### config.mk
export PLATFORM = sky130hd
export DESIGN_NAME = pct_avg
export DESIGN_NICKNAME = d
export VERILOG_FILES = /design/src/design/pct_pkg.sv /design/src/design/pct_avg.sv
export SDC_FILE = /design/constraint.sdc
export NUM_CORES = 1
export LEC_CHECK = 0
export BUFFER_PORTS_ARGS = -buffer_cell sky130_fd_sc_hd__buf_2
export CORE_ASPECT_RATIO = 0.9
export CORE_MARGIN = 2
export CORE_UTILIZATION = 45
export CTS_CLUSTER_DIAMETER = 30
export CTS_CLUSTER_SIZE = 24
export DETAILED_ROUTE_END_ITERATION = 7
export GPL_ROUTABILITY_DRIVEN = 0
export SYNTH_ARGS = -nofsm -noshare
export SYNTH_HDL_FRONTEND = slang
export SYNTH_SLANG_ARGS = --single-unit
### constraint.sdc
create_clock -name clk -period 8.1 [get_ports clk]
set_clock_uncertainty 0.2 [all_clocks]
set_input_delay 2.43 -clock clk [delete_from_list [all_inputs] [get_ports clk]]
set_output_delay 2.43 -clock clk [all_outputs]
set_load 0.02 [all_outputs]
### src/design/pct_pkg.sv
`default_nettype none
// ----------------------------------------------------------------------------
// pct_pkg: shared types and constants for the prefetch congestion throttle
// Field widths, opcodes, register map, controller states and the control
// structs passed between the controller and the latency averaging unit.
// ----------------------------------------------------------------------------
package pct_pkg;

    // Defaults for the top-level parameters
    localparam int STATS_ENTRIES_DEF = 256;   // must be a power of two
    localparam int MODE_PERIOD_DEF   = 1024;
    localparam int COUNT_WIDTH_DEF   = 16;

    // Fixed field widths
    localparam int PC_WIDTH   = 64;
    localparam int LAT_WIDTH  = 16;
    localparam int FRAC_BITS  = 8;
    localparam int AVG_WIDTH  = LAT_WIDTH + FRAC_BITS;   // Q16.8
    localparam int THR_WIDTH  = 16;
    localparam int ACC_WIDTH  = 9;
    localparam int MIN_WIDTH  = 16;
    localparam int DATA_WIDTH = 32;
    localparam int ADDR_WIDTH = 4;

    // Register reset values
    localparam logic [THR_WIDTH-1:0] LAT_HIGH_RST = THR_WIDTH'(400);
    localparam logic [THR_WIDTH-1:0] LAT_LOW_RST  = THR_WIDTH'(300);
    localparam logic [ACC_WIDTH-1:0] ACC_RST      = ACC_WIDTH'(128);
    localparam logic [MIN_WIDTH-1:0] MIN_ISS_RST  = MIN_WIDTH'(16);

    typedef enum logic [1:0] {
        OP_SAMPLE = 2'd0,
        OP_ISSUE  = 2'd1,
        OP_USEFUL = 2'd2,
        OP_QUERY  = 2'd3
    } op_t;

    typedef enum logic [1:0] {
        REG_LAT_HIGH = 2'd0,
        REG_LAT_LOW  = 2'd1,
        REG_ACCURACY = 2'd2,
        REG_MIN_ISS  = 2'd3
    } reg_idx_t;

    typedef enum logic [1:0] {
        ST_IDLE  = 2'd0,
        ST_EXEC  = 2'd1,
        ST_FIN   = 2'd2,
        ST_SWEEP = 2'd3
    } state_t;

    typedef struct packed {
        logic calc;     // form the sample difference
        logic commit;   // update average, phase and mode
    } avg_ctl_t;

    typedef struct packed {
        logic mode;       // current mode
        logic mode_next;  // mode after the pending sample
        logic switched;   // pending sample flips the mode
        logic wrap;       // pending sample closes a period
    } avg_stat_t;

endpackage
`default_nettype wire

### src/design/pct_avg.sv
`default_nettype none
// ----------------------------------------------------------------------------
// pct_avg: fill latency moving average and conservative mode
// Q16.8 average with weight 1/256, period counter and hysteresis compare.
// ----------------------------------------------------------------------------
module pct_avg
    import pct_pkg::*;
#(
    parameter int MODE_PERIOD = MODE_PERIOD_DEF
)
(
    input  wire logic                 clk,
    input  wire logic                 rst_n,
    input  wire avg_ctl_t             ctl,
    input  wire logic [LAT_WIDTH-1:0] sample,
    input  wire logic [THR_WIDTH-1:0] latency_high,
    input  wire logic [THR_WIDTH-1:0] latency_low,
    output avg_stat_t                 stat
);

    localparam int PHASE_WIDTH = $clog2(MODE_PERIOD);
    localparam logic [PHASE_WIDTH-1:0] PHASE_LAST = PHASE_WIDTH'(MODE_PERIOD - 1);

    logic [AVG_WIDTH-1:0]   avg_reg;
    logic [AVG_WIDTH-1:0]   avg_next;
    logic                   seen_reg;
    logic                   mode_reg;
    logic                   mode_next;
    logic [PHASE_WIDTH-1:0] phase_reg;
    logic [PHASE_WIDTH-1:0] phase_next;
    logic signed [AVG_WIDTH:0] diff_reg;
    logic signed [AVG_WIDTH:0] diff_next;
    logic signed [AVG_WIDTH:0] step;
    logic signed [AVG_WIDTH:0] sum;
    logic [AVG_WIDTH-1:0]   target;
    logic [AVG_WIDTH-1:0]   hi_thr;
    logic [AVG_WIDTH-1:0]   lo_thr;
    logic                   wrap;

    assign target    = {sample, {FRAC_BITS{1'b0}}};
    assign hi_thr    = {latency_high, {FRAC_BITS{1'b0}}};
    assign lo_thr    = {latency_low, {FRAC_BITS{1'b0}}};
    assign diff_next = $signed({1'b0, target}) - $signed({1'b0, avg_reg});

    // floor of the difference over 256, both directions
    assign step     = diff_reg >>> FRAC_BITS;
    assign sum      = $signed({1'b0, avg_reg}) + step;
    assign avg_next = seen_reg ? sum[AVG_WIDTH-1:0] : target;

    assign wrap       = (phase_reg == PHASE_LAST);
    assign phase_next = wrap ? '0 : phase_reg + PHASE_WIDTH'(1);

    always_comb
    begin
        mode_next = mode_reg;
        if (wrap)
        begin
            if (!mode_reg && (avg_next > hi_thr))
            begin
                mode_next = 1'b1;
            end
            else if (mode_reg && (avg_next < lo_thr))
            begin
                mode_next = 1'b0;
            end
        end
    end

    assign stat.mode      = mode_reg;
    assign stat.mode_next = mode_next;
    assign stat.switched  = (mode_next != mode_reg);
    assign stat.wrap      = wrap;

    always_ff @(posedge clk)
    begin
        if (ctl.calc)
        begin
            diff_reg <= diff_next;
        end
    end

    always_ff @(posedge clk or negedge rst_n)
    begin
        if (!rst_n)
        begin
            avg_reg   <= '0;
            seen_reg  <= 1'b0;
            mode_reg  <= 1'b0;
            phase_reg <= '0;
        end
        else if (ctl.commit)
        begin
            avg_reg   <= avg_next;
            seen_reg  <= 1'b1;
            mode_reg  <= mode_next;
            phase_reg <= phase_next;
        end
    end

endmodule
`default_nettype wire

==> results.sh <==
export IMPL_run_status="complete, no violations"
export IMPL_cp_max_fo=3
export IMPL_reg2reg_to="mode_reg"
export IMPL_crit_chain="ha_1, inv_1, fa_1, nand2b_1, a211o_1, a21oi_1, nor3_2, o21ai_1, a31oi_1, mux2_1, nand2_1, ha_1, a21o_1, a221o_1, a21o_1, a211oi_1, o21bai_1, o211ai_1, o22ai_1, buf_2"
export IMPL_synth_cell_type_count=74
export IMPL_synth_yosys_warnings=0
export IMPL_drtIter0Drc=212
export IMPL_postCtsHoldBufs=0
export IMPL_grtUsageTotal=0.212
export IMPL_clock_sink_count=53
export IMPL_finalNetCount=706
export IMPL_ys_flop_type="dfrtp_1"
export IMPL_reg2regPathDepth=19
export IMPL_worstHoldStart="phase_reg[8]"
export IMPL_vias_per_cell=5.59
export IMPL_max_cap_violations=0
export IMPL_hold_depth=1
export IMPL_diodes_inserted=0
export IMPL_synth_simple_area_share=0.124
export IMPL_grt_max_degree=40
export IMPL_xor_xnor_cell_area_share_of_the_yosys_netlist=0.0691
export IMPL_slew_limit_headroom=0.385
export IMPL_cts_tree="built"
export IMPL_pre_repair_dr_iteration_count=5
export IMPL_floorplan_core_area_um2=10700
export IMPL_detailroute_via_count=4003
export IMPL_routedWlPerCell_um=16.5
export IMPL_worstMarginPinSlew_ns=0.915
export IMPL_synth_net_count=657
export IMPL_cts_buffer_depth=2
export IMPL_critPathCaptureType="primary output"
export IMPL_min_period_ns=7.61
export IMPL_share_of_layout_cells_above_drive_strength_1=0.166
export IMPL_dp_hpwl_mm=9.48
export IMPL_timing_critical_path_from_type="flip-flop"
export IMPL_synth_compound_gate_area_share=0.212
export IMPL_synth_cells=533
export IMPL_routed_wirelength_mm=11.8
export IMPL_cp_slowest_cell="fa_1"
export IMPL_area_growth_pct=10.6
export IMPL_cp_slowest_stage_delay_ns=0.39
export IMPL_post_route_drc_count=0
export IMPL_port_buffer_count=55
export IMPL_min_delay_worst_endpoint="phase_reg[8]"
export IMPL_postCtsSetupBuffers=0
export IMPL_yosys_register_bits=53
export IMPL_h_tree_depth=2
export IMPL_yosysSeqAreaShare=0.289
export IMPL_yosys_mux_area_fraction=0.0517
export IMPL_cts_buffers_inserted=5
export IMPL_reg2reg_setup_slack_ns=3.27
export IMPL_hold_viol=0
export IMPL_route_antenna_remaining_nets=0
export IMPL_number_of_antenna_violations_at_the_first_check_in_global_routing=0
export IMPL_worst_hold_path_type="reg2reg"
export IMPL_synthArstFlopShare=0.679
export IMPL_report_final_slew_viol_count=0
export IMPL_cts_resized=0
export IMPL_via_count_of_the_first_global_routing_pass=3911
export IMPL_criticalPathCategory="reg2out"
export IMPL_critical_path_required_ns=5.47
export IMPL_max_ffs_per_register=24
export IMPL_fin_crit_sh=0.940
export IMPL_reg2reg_from="avg_reg[0]"
export IMPL_synth_top_family_by_area="compound AO/OA/AOI/OAI gates"
export IMPL_mappedNetlistArea_um2=4890
export IMPL_most_common_library_cell_in_the_layout_ignoring_fill_and_taps="ha_1"
export IMPL_path_clk_slew_ns=0.07
export IMPL_clock_latency_ns=0.30
export IMPL_post_synth_edffs=17
export IMPL_horiz_die_dim_um=114
export IMPL_grt_setup_unrepaired="no"
export IMPL_pin_count=56
export IMPL_worst_ep_arrival_ns=4.98
export IMPL_die_area_um2=11700
export IMPL_ctsRootBufferMaster="clkbuf_16"
export IMPL_start_util=0.456
export IMPL_fin_setup_tns_ns=0
export IMPL_synthesis_area_per_instance_um2=9.18
export IMPL_achievable_frequency_ghz=0.131
export IMPL_gr_total_overflow=0
export IMPL_wire_length_of_the_first_global_routing_pass_mm=19.2
export IMPL_placement_rows=36
export IMPL_layout_cells_most_common_list="71 x ha_1, 68 x inv_1, 55 x buf_2"
export IMPL_final_setup_viol_count=0
export IMPL_adder_and_majority_gate_portion_of_the_synthesized_area=0.186
export IMPL_fp_dieH_um=103
worst max-delay path by stage:
stage,startpoint,to,depth (start not counted)
after CTS,avg_reg[0],stat[1],20
after global placement,sample[11],stat[1],11
final,avg_reg[0],stat[1],20
after global routing,avg_reg[0],stat[1],20
after detailed placement,sample[11],stat[1],11
after floorplan,sample[11],stat[2],10
area by class of cell:
class,count,area (um2)
repair buffers,56,283
flip-flops and latches,53,1410
well taps,133,166
inverters,69,259
clock buffers,6,139
fillers,1040,5310
clock inverters,2,8.76
multi-input cells,397,3140
kinds of logic after synthesis:
logic type | after synthesis
AOI/OAI and AO/OA | 142
and+or+nand+nor | 125
buffers and inverters | 83
adders and majority gates | 72
DFF | 53
xor gates and xnor gates | 37
muxes | 21
stage by stage:
stage / utilization / hold slack, ns / setup slack [ns] / instance area [um2] / cells
after floorplan: - / 0.246 / 1.11 / 4890 / 533
after global placement: 0.491 / 0.265 / 0.828 / 5260 / 708
after detailed placement: 0.491 / 0.265 / 0.768 / 5260 / 708
after CTS: 0.505 / 0.278 / 0.486 / 5410 / 716
after global routing: 0.505 / 0.283 / 0.215 / 5410 / 716
final: 0.505 / 0.274 / 0.490 / 5410 / 716
cells in the mapped netlist (all sizes together) (2+ instances only):
cell     number  area, um2
a311oi        2       17.5
nor3          8       50.1
xor2         16        140
o2111ai       3       26.3
a2111oi       2       42.5
o311ai        2       17.5
a211oi        5       47.5
mux2i         2       20.0
o31a          4       35.0
ha           71        888
edfxtp       17        510
o211ai        5       42.5
nand2        37        141
nor2         31        116
nor2b         4       25.0
a21boi        2       15.0
clkbuf        7       26.3
inv          68        255
nand2b        5       31.3
a22o          2       17.5
o2bb2ai       3       32.5
a21oi        31        163
o21ai        24        124
o41ai         2       17.5
a221o         2       20.0
o21a          5       37.5
a31oi         8       56.3
a221oi        2       23.8
a21o         22        165
dfrtp        36        901
buf           7       51.3
nand3        10       50.1
mux2         19        233
nand4        11       68.8
xnor2        20        175
and3          8       50.1
o31ai         2       15.0
a211o         2       17.5
nor4          4       25.0
o21bai        4       30.0
worst max-delay path: cells and delay by family (launching register included):
kind / cells / cell delay [ns]
multiplexers: 1 / 0.34
adder cells (fa/ha/maj): 3 / 0.86
AO/OA/AOI/OAI: 11 / 2.49
flip-flops: 1 / 0.38
buffers and inverters: 2 / 0.24
AND/OR/NAND/NOR: 3 / 0.39
per-layer routing:
layer / share of wire / vias to the layer above / global-route usage
met5: 0 / - / 0
met2: 0.47 / 74 / 0.364
met1: 0.47 / 1888 / 0.276
li1: - / 2022 / -
met3: 0.035 / 19 / 0.0329
met4: 0.022 / 0 / 0.0732
Power is left out: the tool's default activity adds up to more than one toggle a clock period on the data nets, which glitch-free logic cannot reach.
